===== src/mbce_pkg.sv =====
package mbce_pkg;

   localparam int WORD_BITS = 16;
   localparam int POS_W     = $clog2(WORD_BITS);
   localparam int CNT_W     = $clog2(WORD_BITS + 1);
   localparam int BYTES_PER_PIXEL = 4;
   localparam int ADDR_W    = 5;
   localparam int DIM_W     = 13;
   localparam int PITCH_W   = 16;

   typedef enum logic [2:0] {
      REG_FG_COLOR       = 3'd0,
      REG_BG_COLOR       = 3'd1,
      REG_USE_BACKGROUND = 3'd2,
      REG_START_BIT      = 3'd3,
      REG_ROW_WIDTH      = 3'd4,
      REG_ROW_COUNT      = 3'd5,
      REG_DEST_START     = 3'd6,
      REG_DEST_PITCH     = 3'd7
   } reg_index_type;

   typedef enum logic [1:0] {
      ST_READY,
      ST_PIXEL,
      ST_IDLE,
      ST_SKIP
   } state_type;

   typedef struct packed {
      logic [31:0]        fg_color;
      logic [31:0]        bg_color;
      logic               use_background;
      logic [POS_W-1:0]   start_bit;
      logic [DIM_W-1:0]   row_width;
      logic [DIM_W-1:0]   row_count;
      logic [31:0]        dest_start;
      logic [PITCH_W-1:0] dest_pitch;
   } cfg_type;

   typedef struct packed {
      logic        restart;
      logic [31:0] restart_addr;
      logic        advance;
      logic        next_row;
   } trk_cmd_type;

   typedef struct packed {
      logic [DIM_W-1:0] column_index;
      logic [DIM_W-1:0] row_index;
      logic [31:0]      pixel_address;
      logic [31:0]      row_address;
      logic             row_last;
      logic             block_last;
      logic             block_over;
   } trk_stat_type;

endpackage


===== src/mbce_csr.sv =====
module mbce_csr
   import mbce_pkg::*;
(
   input  logic              clock,
   input  logic              reset,
   input  logic              psel,
   input  logic              penable,
   input  logic              pwrite,
   input  logic [ADDR_W-1:0] paddr,
   input  logic [31:0]       pwdata,
   output logic [31:0]       prdata,
   output logic              pready,
   output cfg_type           cfg,
   output logic              restart,
   output logic [31:0]       restart_addr
);

   cfg_type       cfg_ff, cfg_in;
   reg_index_type index;
   logic          wr_en;

   assign index  = reg_index_type'(paddr[ADDR_W-1:2]);
   assign wr_en  = psel & penable & pwrite;
   assign pready = 1'b1;
   assign cfg    = cfg_ff;

   // every write restarts the block, from the newly written start if that is the target
   assign restart      = wr_en;
   assign restart_addr = (index == REG_DEST_START) ? pwdata : cfg_ff.dest_start;

   always_comb begin
      cfg_in = cfg_ff;
      if (wr_en) begin
         unique case (index)
            REG_FG_COLOR:       cfg_in.fg_color       = pwdata;
            REG_BG_COLOR:       cfg_in.bg_color       = pwdata;
            REG_USE_BACKGROUND: cfg_in.use_background = pwdata[0];
            REG_START_BIT:      cfg_in.start_bit      = pwdata[POS_W-1:0];
            REG_ROW_WIDTH:      cfg_in.row_width      = pwdata[DIM_W-1:0];
            REG_ROW_COUNT:      cfg_in.row_count      = pwdata[DIM_W-1:0];
            REG_DEST_START:     cfg_in.dest_start     = pwdata;
            REG_DEST_PITCH:     cfg_in.dest_pitch     = pwdata[PITCH_W-1:0];
            default:            cfg_in = cfg_ff;
         endcase
      end
   end

   always_comb begin
      unique case (index)
         REG_FG_COLOR:       prdata = cfg_ff.fg_color;
         REG_BG_COLOR:       prdata = cfg_ff.bg_color;
         REG_USE_BACKGROUND: prdata = {31'd0, cfg_ff.use_background};
         REG_START_BIT:      prdata = {{(32-POS_W){1'b0}}, cfg_ff.start_bit};
         REG_ROW_WIDTH:      prdata = {{(32-DIM_W){1'b0}}, cfg_ff.row_width};
         REG_ROW_COUNT:      prdata = {{(32-DIM_W){1'b0}}, cfg_ff.row_count};
         REG_DEST_START:     prdata = cfg_ff.dest_start;
         REG_DEST_PITCH:     prdata = {{(32-PITCH_W){1'b0}}, cfg_ff.dest_pitch};
         default:            prdata = 32'd0;
      endcase
   end

   always_ff @(posedge clock) begin
      if (reset) begin
         cfg_ff <= '{row_width: DIM_W'(1), default: '0};
      end else begin
         cfg_ff <= cfg_in;
      end
   end

endmodule


===== src/mbce_bit_shifter.sv =====
module mbce_bit_shifter
   import mbce_pkg::*;
(
   input  logic                 clock,
   input  logic                 load,
   input  logic                 shift,
   input  logic [WORD_BITS-1:0] word,
   input  logic [POS_W-1:0]     pos,
   output logic                 bit_out
);

   logic [WORD_BITS-1:0] data_ff, data_in;

   // first pixel of the request is aligned to the msb on load
   always_comb begin
      data_in = data_ff;
      if (load) begin
         data_in = word << pos;
      end else if (shift) begin
         data_in = {data_ff[WORD_BITS-2:0], 1'b0};
      end
   end

   always_ff @(posedge clock) begin
      data_ff <= data_in;
   end

   assign bit_out = data_ff[WORD_BITS-1];

endmodule


===== src/mbce_pos_track.sv =====
module mbce_pos_track
   import mbce_pkg::*;
(
   input  logic         clock,
   input  logic         reset,
   input  cfg_type      cfg,
   input  trk_cmd_type  cmd,
   output trk_stat_type stat
);

   logic [DIM_W-1:0] column_index_ff, column_index_in;
   logic [DIM_W-1:0] row_index_ff, row_index_in;
   logic [31:0]      pixel_address_ff, pixel_address_in;
   logic [31:0]      row_address_ff, row_address_in;
   logic [31:0]      row_sum;

   assign row_sum = row_address_ff + {{(32-PITCH_W){1'b0}}, cfg.dest_pitch};

   always_comb begin
      column_index_in  = column_index_ff;
      row_index_in     = row_index_ff;
      pixel_address_in = pixel_address_ff;
      row_address_in   = row_address_ff;
      if (cmd.restart) begin
         column_index_in  = '0;
         row_index_in     = '0;
         pixel_address_in = cmd.restart_addr;
         row_address_in   = cmd.restart_addr;
      end else if (cmd.next_row) begin
         column_index_in  = '0;
         row_index_in     = row_index_ff + DIM_W'(1);
         pixel_address_in = row_sum;
         row_address_in   = row_sum;
      end else if (cmd.advance) begin
         column_index_in  = column_index_ff + DIM_W'(1);
         pixel_address_in = pixel_address_ff + 32'(BYTES_PER_PIXEL);
      end
   end

   always_ff @(posedge clock) begin
      if (reset) begin
         column_index_ff  <= '0;
         row_index_ff     <= '0;
         pixel_address_ff <= '0;
         row_address_ff   <= '0;
      end else begin
         column_index_ff  <= column_index_in;
         row_index_ff     <= row_index_in;
         pixel_address_ff <= pixel_address_in;
         row_address_ff   <= row_address_in;
      end
   end

   always_comb begin
      stat.column_index  = column_index_ff;
      stat.row_index     = row_index_ff;
      stat.pixel_address = pixel_address_ff;
      stat.row_address   = row_address_ff;
      stat.row_last      = ({1'b0, column_index_ff} + (DIM_W+1)'(1))
                           >= {1'b0, cfg.row_width};
      stat.block_last    = ({1'b0, row_index_ff} + (DIM_W+1)'(1))
                           >= {1'b0, cfg.row_count};
      stat.block_over    = row_index_ff >= cfg.row_count;
   end

endmodule


===== src/mono_bitmap_color_expand_core.sv =====
// monochrome colour expansion: each accepted request carries one 16-bit bitmap word,
// msb leftmost, and yields one pixel result per cycle while the result side does not
// stall: the foreground colour for a set bit, the background colour (or a skipped
// write when background use is off) for a clear bit, each with its byte address,
// stepping by 4 per pixel and by the pitch per row. a row's first word starts at the
// configured start bit; bits past the row's end are dropped. a word that yields n
// pixels (n up to 16) holds off further requests until its last pixel is sent; the
// shift register feeding the colour select moves one bit per pixel sent. once all rows
// are drawn, or when the row width is zero, a word gives a single result. any register
// write restarts the block at the top-left pixel. the user must write the registers
// over the apb port only while no request is in flight; the block does not enforce it
module mono_bitmap_color_expand_core
   import mbce_pkg::*;
(
   input  logic                 clock,
   input  logic                 reset,
   // request channel
   input  logic                 req_valid,
   output logic                 req_stall,
   input  logic [WORD_BITS-1:0] req_source_word,
   // result channel
   output logic                 rsp_valid,
   input  logic                 rsp_stall,
   output logic [31:0]          rsp_dest_address,
   output logic [31:0]          rsp_pixel_value,
   output logic                 rsp_write_enable,
   output logic                 rsp_row_end,
   output logic                 rsp_block_done,
   output logic                 rsp_last_of_item,
   // register port
   input  logic                 psel,
   input  logic                 penable,
   input  logic                 pwrite,
   input  logic [ADDR_W-1:0]    paddr,
   input  logic [31:0]          pwdata,
   output logic [31:0]          prdata,
   output logic                 pready
);

   cfg_type      cfg;
   logic         restart;
   logic [31:0]  restart_addr;
   trk_cmd_type  cmd;
   trk_stat_type stat;

   state_type        state_ff, state_in;
   logic [CNT_W-1:0] count_ff, count_in;

   logic             accept;
   logic             out_free;
   logic             emit;
   logic             load;
   logic             pixel_bit;
   logic [POS_W-1:0] pos;
   logic [DIM_W-1:0] left;
   logic [CNT_W-1:0] avail;
   logic [CNT_W-1:0] n_pixels;

   logic        rsp_valid_ff, rsp_valid_in;
   logic [31:0] rsp_dest_address_ff, rsp_dest_address_in;
   logic [31:0] rsp_pixel_value_ff, rsp_pixel_value_in;
   logic        rsp_write_enable_ff, rsp_write_enable_in;
   logic        rsp_row_end_ff, rsp_row_end_in;
   logic        rsp_block_done_ff, rsp_block_done_in;
   logic        rsp_last_of_item_ff, rsp_last_of_item_in;

   mbce_csr u_csr (
      .clock        (clock),
      .reset        (reset),
      .psel         (psel),
      .penable      (penable),
      .pwrite       (pwrite),
      .paddr        (paddr),
      .pwdata       (pwdata),
      .prdata       (prdata),
      .pready       (pready),
      .cfg          (cfg),
      .restart      (restart),
      .restart_addr (restart_addr)
   );

   mbce_pos_track u_pos_track (
      .clock (clock),
      .reset (reset),
      .cfg   (cfg),
      .cmd   (cmd),
      .stat  (stat)
   );

   mbce_bit_shifter u_bit_shifter (
      .clock   (clock),
      .load    (load),
      .shift   (emit),
      .word    (req_source_word),
      .pos     (pos),
      .bit_out (pixel_bit)
   );

   // one request at a time; the output register decouples the result side
   assign req_stall = (state_ff != ST_READY);
   assign accept    = req_valid & ~req_stall;
   assign out_free  = ~rsp_valid_ff | ~rsp_stall;
   assign emit      = (state_ff != ST_READY) & out_free;

   // only a row's first word starts at the configured bit
   assign pos   = (stat.column_index == '0) ? cfg.start_bit : '0;
   assign left  = cfg.row_width - stat.column_index;
   assign avail = CNT_W'(WORD_BITS) - CNT_W'(pos);
   assign n_pixels = ({{(DIM_W-CNT_W){1'b0}}, avail} > left) ? CNT_W'(left) : avail;

   always_comb begin
      state_in = state_ff;
      count_in = count_ff;
      load     = 1'b0;
      unique case (state_ff)
         ST_READY: begin
            if (accept) begin
               if (stat.block_over) begin
                  state_in = ST_IDLE;
               end else if (cfg.row_width == '0) begin
                  state_in = ST_SKIP;
               end else begin
                  state_in = ST_PIXEL;
                  count_in = n_pixels;
                  load     = 1'b1;
               end
            end
         end
         ST_PIXEL: begin
            if (emit) begin
               count_in = count_ff - CNT_W'(1);
               if (count_ff == CNT_W'(1)) begin
                  state_in = ST_READY;
               end
            end
         end
         ST_IDLE, ST_SKIP: begin
            if (emit) begin
               state_in = ST_READY;
            end
         end
         default: state_in = ST_READY;
      endcase
   end

   always_ff @(posedge clock) begin
      if (reset) begin
         state_ff <= ST_READY;
      end else begin
         state_ff <= state_in;
      end
   end

   always_ff @(posedge clock) begin
      count_ff <= count_in;
   end

   // position tracking commands
   always_comb begin
      cmd.restart      = restart;
      cmd.restart_addr = restart_addr;
      cmd.advance      = emit & (state_ff == ST_PIXEL) & ~stat.row_last;
      cmd.next_row     = emit & (((state_ff == ST_PIXEL) & stat.row_last)
                                 | (state_ff == ST_SKIP));
   end

   // result formation
   always_comb begin
      rsp_valid_in        = rsp_valid_ff & rsp_stall;
      rsp_dest_address_in = rsp_dest_address_ff;
      rsp_pixel_value_in  = rsp_pixel_value_ff;
      rsp_write_enable_in = rsp_write_enable_ff;
      rsp_row_end_in      = rsp_row_end_ff;
      rsp_block_done_in   = rsp_block_done_ff;
      rsp_last_of_item_in = rsp_last_of_item_ff;
      if (emit) begin
         rsp_valid_in = 1'b1;
         unique case (state_ff)
            ST_PIXEL: begin
               rsp_dest_address_in = stat.pixel_address;
               rsp_write_enable_in = pixel_bit | cfg.use_background;
               rsp_pixel_value_in  = pixel_bit ? cfg.fg_color :
                                     (cfg.use_background ? cfg.bg_color : 32'd0);
               rsp_row_end_in      = stat.row_last;
               rsp_block_done_in   = stat.row_last & stat.block_last;
               rsp_last_of_item_in = (count_ff == CNT_W'(1));
            end
            ST_SKIP: begin
               // zero-width row: one skipped write at the row start
               rsp_dest_address_in = stat.row_address;
               rsp_write_enable_in = 1'b0;
               rsp_pixel_value_in  = 32'd0;
               rsp_row_end_in      = 1'b1;
               rsp_block_done_in   = stat.block_last;
               rsp_last_of_item_in = 1'b1;
            end
            default: begin
               // block finished: idle result
               rsp_dest_address_in = stat.pixel_address;
               rsp_write_enable_in = 1'b0;
               rsp_pixel_value_in  = 32'd0;
               rsp_row_end_in      = 1'b0;
               rsp_block_done_in   = 1'b1;
               rsp_last_of_item_in = 1'b1;
            end
         endcase
      end
   end

   always_ff @(posedge clock) begin
      if (reset) begin
         rsp_valid_ff <= 1'b0;
      end else begin
         rsp_valid_ff <= rsp_valid_in;
      end
   end

   always_ff @(posedge clock) begin
      rsp_dest_address_ff <= rsp_dest_address_in;
      rsp_pixel_value_ff  <= rsp_pixel_value_in;
      rsp_write_enable_ff <= rsp_write_enable_in;
      rsp_row_end_ff      <= rsp_row_end_in;
      rsp_block_done_ff   <= rsp_block_done_in;
      rsp_last_of_item_ff <= rsp_last_of_item_in;
   end

   assign rsp_valid        = rsp_valid_ff;
   assign rsp_dest_address = rsp_dest_address_ff;
   assign rsp_pixel_value  = rsp_pixel_value_ff;
   assign rsp_write_enable = rsp_write_enable_ff;
   assign rsp_row_end      = rsp_row_end_ff;
   assign rsp_block_done   = rsp_block_done_ff;
   assign rsp_last_of_item = rsp_last_of_item_ff;

   // a pixel run always holds at least one pixel still to send
   assert property (@(posedge clock) disable iff (reset)
      state_ff == ST_PIXEL |-> count_ff != '0)
      else $error("pixel run with empty count");

   // the final pixel of a request is flagged as such
   assert property (@(posedge clock) disable iff (reset)
      (emit && state_ff == ST_PIXEL && count_ff == CNT_W'(1)) |=>
         (rsp_valid_ff && rsp_last_of_item_ff))
      else $error("last pixel of request not flagged");

   // a skipped or idle result carries no colour
   assert property (@(posedge clock) disable iff (reset)
      rsp_valid_ff |-> (rsp_write_enable_ff || rsp_pixel_value_ff == 32'd0))
      else $error("colour on skipped result");

   // a written pixel can only end the block on the end of a row
   assert property (@(posedge clock) disable iff (reset)
      (rsp_valid_ff && rsp_write_enable_ff && rsp_block_done_ff) |-> rsp_row_end_ff)
      else $error("block done off a row end");

endmodule


===== config.mk =====
export PLATFORM = sky130hd
export DESIGN_NAME = mono_bitmap_color_expand_core
export DESIGN_NICKNAME = d
export VERILOG_FILES = /design/src/mbce_pkg.sv /design/src/mbce_csr.sv /design/src/mbce_bit_shifter.sv /design/src/mbce_pos_track.sv /design/src/mono_bitmap_color_expand_core.sv
export SDC_FILE = /design/constraint.sdc
export NUM_CORES = 1
export LEC_CHECK = 0
export BUFFER_PORTS_ARGS = -buffer_cell sky130_fd_sc_hd__buf_2
export CORE_ASPECT_RATIO = 1.5
export CORE_MARGIN = 2
export CORE_UTILIZATION = 60
export DETAILED_ROUTE_END_ITERATION = 8
export GPL_TIMING_DRIVEN = 0
export PLACE_DENSITY = 0.8
export SLEW_MARGIN = 5
export SYNTH_ARGS = -nofsm -noshare
export SYNTH_HDL_FRONTEND = slang
export SYNTH_HIERARCHICAL = 1
export SYNTH_SLANG_ARGS = --single-unit

===== constraint.sdc =====
create_clock -name clock -period 5.72 [get_ports clock]
set_input_delay 0.572 -clock clock [delete_from_list [all_inputs] [get_ports clock]]
set_output_delay 0.572 -clock clock [all_outputs]
set_load 0.1 [all_outputs]

==> flow_summary_export.csv <==
group,metric,value,unit
outcome,outcome,"finished, final reports clean",
setup_path,worst_ep_required_time,6.20,ns
detailed_routing,totalWireLength,62900,µm
global_route,overflow,0,
synthesis,synth_top_area_share,25.0,%
die,die_w,149,µm
detailed_routing,viasPerCell,6.27,
global_route,grt_pass1_vias,17289,
global_route,antenna_found_initial,5,
sta,post-route-period-util,96.1,%
sta,rsz0062_at_grt,"no",
sta,hold_viol_final,0,
setup_path,path_cells,"ha_1 -> and3_1 -> and3_1 -> and3_1 -> and3_1 -> xor2_1 -> ha_1 -> a21o_1 -> a21oi_1 -> nor2b_1 -> a311oi_1 -> o21ai_1 -> nor3_1 -> clkbuf_1 -> clkbuf_1 -> nand3_1 -> o21ai_0 -> o211ai_1 -> nand2_1",
synthesis,synthMostInstantiatedCell,"nand2_1",
global_route,grt_max_degree,36,
cells_and_area,fin_area,21200,µm²
pwr,irDropWorstVdd,0.285,mV
pwr,p_leak,0.00827,µW
job,cap_viol_max_count,0,
synthesis,synth_nets,2365,
detailed_routing,drt_iter0_markers,1471,
synthesis,ys_seq_area_share,39.1,%
sta,slew_headroom,23.1,%
die,ios,163,
min_path,hold_path_class,"input pin to flop",
setup_path,cp-start-kind,"flop",
setup_path,cp.arrival,5.97,ns
die,core-area,31000,µm²
die,row_count,79,
synthesis,synth_top_area_cell,"dfxtp_1",
sta,setup_viol,0,
sta,fin_setup_tns,0,ns
clock_tree,clock_latency,0.54,ns
placed_design,place.gp.congestion,1.01,
placed_design,placed_area,20200,µm²
detailed_routing,wl_per_cell,22.1,µm
setup_path,cp_slowest_cell,"clkbuf_1",
synthesis,synth_common_cells,"nand2_1, dfxtp_1, a21oi_1",
sta,finClkSkew,0.0226,ns
setup_path,crit_fanout,10,
synthesis,synth_edf_count,89,
setup_path,cpPeakStageDelay,0.92,ns
placed_design,post-place-ws,0.342,ns
clock_tree,h-tree-depth,2,
setup_path,cp-end-kind,"flop",
detailed_routing,route.detailed.drc,0,
synthesis,postSynthAreaPerCell,8.50,µm²
sta,fin_crit,5.49,ns
die,die_area,33000,µm²
clock_tree,path_clk_slew,0.06,ns
sta,whs,0.323,ns
synthesis,ys_async_sr_fraction,0,%
synthesis,ys_warn_count,6,
placed_design,hpwl,47900,µm
global_route,grt_pass1_wl,95200,µm
die,dieHeight,221,µm
clock_tree,clockRootBuffer,"clkbuf_16",
global_route,track_usage,37.2,%
synthesis,ys_seq_elements,325,
synthesis,synth.distinct_cells,100,
cells_and_area,area_delta_synth_final,12.4,%
cells_and_area,nNetsFinal,2555,
setup_path,critical_path_class,"flop to flop",
sta,fin_ws,0.225,ns
clock_tree,cts_tree,"built",
clock_tree,cts.sinks,325,
placed_design,numPortBuffers,152,
detailed_routing,firstDrtPassIters,7,
pwr,p_total,5250,µW
synthesis,yosys_most_used_dff,"dfxtp_1",
clock_tree,ctsHoldBuffers,0,
die,start_util,60.9,%
setup_path,path_common_cell,"and3_1",
sta,worst_pin_slew,1.15,ns
synthesis,synthesis.area,18900,µm²
cells_and_area,drive_gt1_share,13.7,%
pwr,power_density,247,nW/µm²
detailed_routing,ant_nets,0,
synthesis,synth_cells,2224,
detailed_routing,vias,17856,
clock_tree,cts_buffer_depth,3,
cells_and_area,nFillCells,2614,
clock_tree,numCtsBuffers,34,
sta,fmax,182,MHz
synthesis,synthTopCellsByArea,"dfxtp_1, edfxtp_1, nand2_1",
sta,report.final.slew_viol_count,0,
==> per-stage QoR <==
| stage | utilization, % | std cells |
|---|---|---|
| finish | 68.5 | 2846 |
| global route | 68.4 | 2844 |
| CTS | 68.4 | 2842 |
| detailed placement | 65.2 | 2783 |
| global placement | 65.0 | 2781 |
| floorplan | - | 2224 |
==> power by group <==
group	leakage, µW	total [µW]	internal, µW	switching, µW
combinational	0.00502	706	154	552
sequential	0.00275	2460	2430	30.5
clock	0.000498	2090	1170	914
total	0.00827	5250	3760	1500
==> cell type report <==
cell class / count / area [µm²] / area share [%]
Clock inverter: 9 / 45.0 / 0.212
Clock buffer: 50 / 967 / 4.55
Multi-Input combinational cell: 1682 / 10600 / 49.7
Inverter: 75 / 282 / 1.32
Buffer: 142 / 671 / 3.16
Timing Repair Buffer: 154 / 801 / 3.77
Antenna cell: 4 / 10.0 / 0.0471
Sequential cell: 325 / 7400 / 34.8
Tap cell: 405 / 507 / 2.38
==> timing repair <==
item | 4_1_cts | 5_1_grt
buffers inserted | 0 | 0
endpoints found under the hold margin | 0 | 0
gates resized for setup | 0 | 3
setup endpoints to repair | 0 | 11
==> worst max-delay path, delay by kind of cell, from the launching register on <==
family                   cells  cell delay [ns]
buffers and inverters        2             1.59
XOR/XNOR                     1             0.16
adder cells (fa/ha/maj)      2             0.51
AND/OR/NAND/NOR              8             1.54
flip-flops                   1             0.48
AO/OA/AOI/OAI                6             1.13
==> logic make-up after synthesis <==
kind of cell             count (synthesis)  share of synthesized area [%]
other                                    1                         0.0198
AO/OA/AOI/OAI                          554                           18.7
multiplexers                           123                           7.88
AND/OR/NAND/NOR                        837                           19.9
XOR/XNOR                                86                           3.98
flip-flops                             325                           39.1
buffers and inverters                  217                           5.02
adder cells (fa/ha/maj)                 81                           5.44
==> cells in the final DEF (no fill, tap or decap), types with 59 or more instances in the layout <==
cell type | synthesis | routed
buf_2 | 35 | 187
clkbuf_1 | 80 | 91
o21ai_0 | 79 | 79
nor2_1 | 145 | 144
nand2_1 | 482 | 482
dfxtp_1 | 236 | 236
edfxtp_1 | 89 | 89
ha_1 | 79 | 79
mux2i_1 | 59 | 59
a21oi_1 | 227 | 227
inv_1 | 72 | 72
==> path summary, 6_finish.rpt <==
check                                                     from                                             to  slack (ns)  cells past startpoint
setup / recovery   u_pos_track/column_index_ff[0]$_SDFFE_PP0P_  u_pos_track/pixel_address_ff[21]$_SDFFE_PP0P_        0.23                     19
hold / removal                                      pwdata[18]                     u_csr/cfg[34]$_SDFFE_PP0N_        0.32                      3
setup reg to reg   u_pos_track/column_index_ff[0]$_SDFFE_PP0P_  u_pos_track/pixel_address_ff[21]$_SDFFE_PP0P_        0.23                     19
hold reg to reg   u_pos_track/pixel_address_ff[0]$_SDFFE_PP0P_   u_pos_track/pixel_address_ff[0]$_SDFFE_PP0P_        0.47                      2
==> state kept, by name, summed over array words and instances, names as in the netlist, 2 cells and up <==
| register | count |
|---|---|
| state_ff | 2 |
| u_pos_track/pixel_address_ff | 32 |
| count_ff | 5 |
| rsp_pixel_value | 32 |
| u_pos_track/row_address_ff | 32 |
| u_csr/cfg | 143 |
| u_pos_track/column_index_ff | 13 |
| rsp_dest_address | 32 |
| u_bit_shifter/data_ff | 16 |
| u_pos_track/row_index_ff | 13 |
==> per-layer routing <==
| layer | part of all wire (%) | vias up | GRT usage, % |
|---|---|---|---|
| met1 | 36 | 8422 | 41.7 |
| met5 | 0.025 | - | 0 |
| met3 | 7.0 | 276 | 5.59 |
| met2 | 49 | 908 | 64.1 |
| met4 | 7.6 | 2 | 25.4 |
| li1 | - | 8248 | - |
Power figures use the tool's default switching activity.
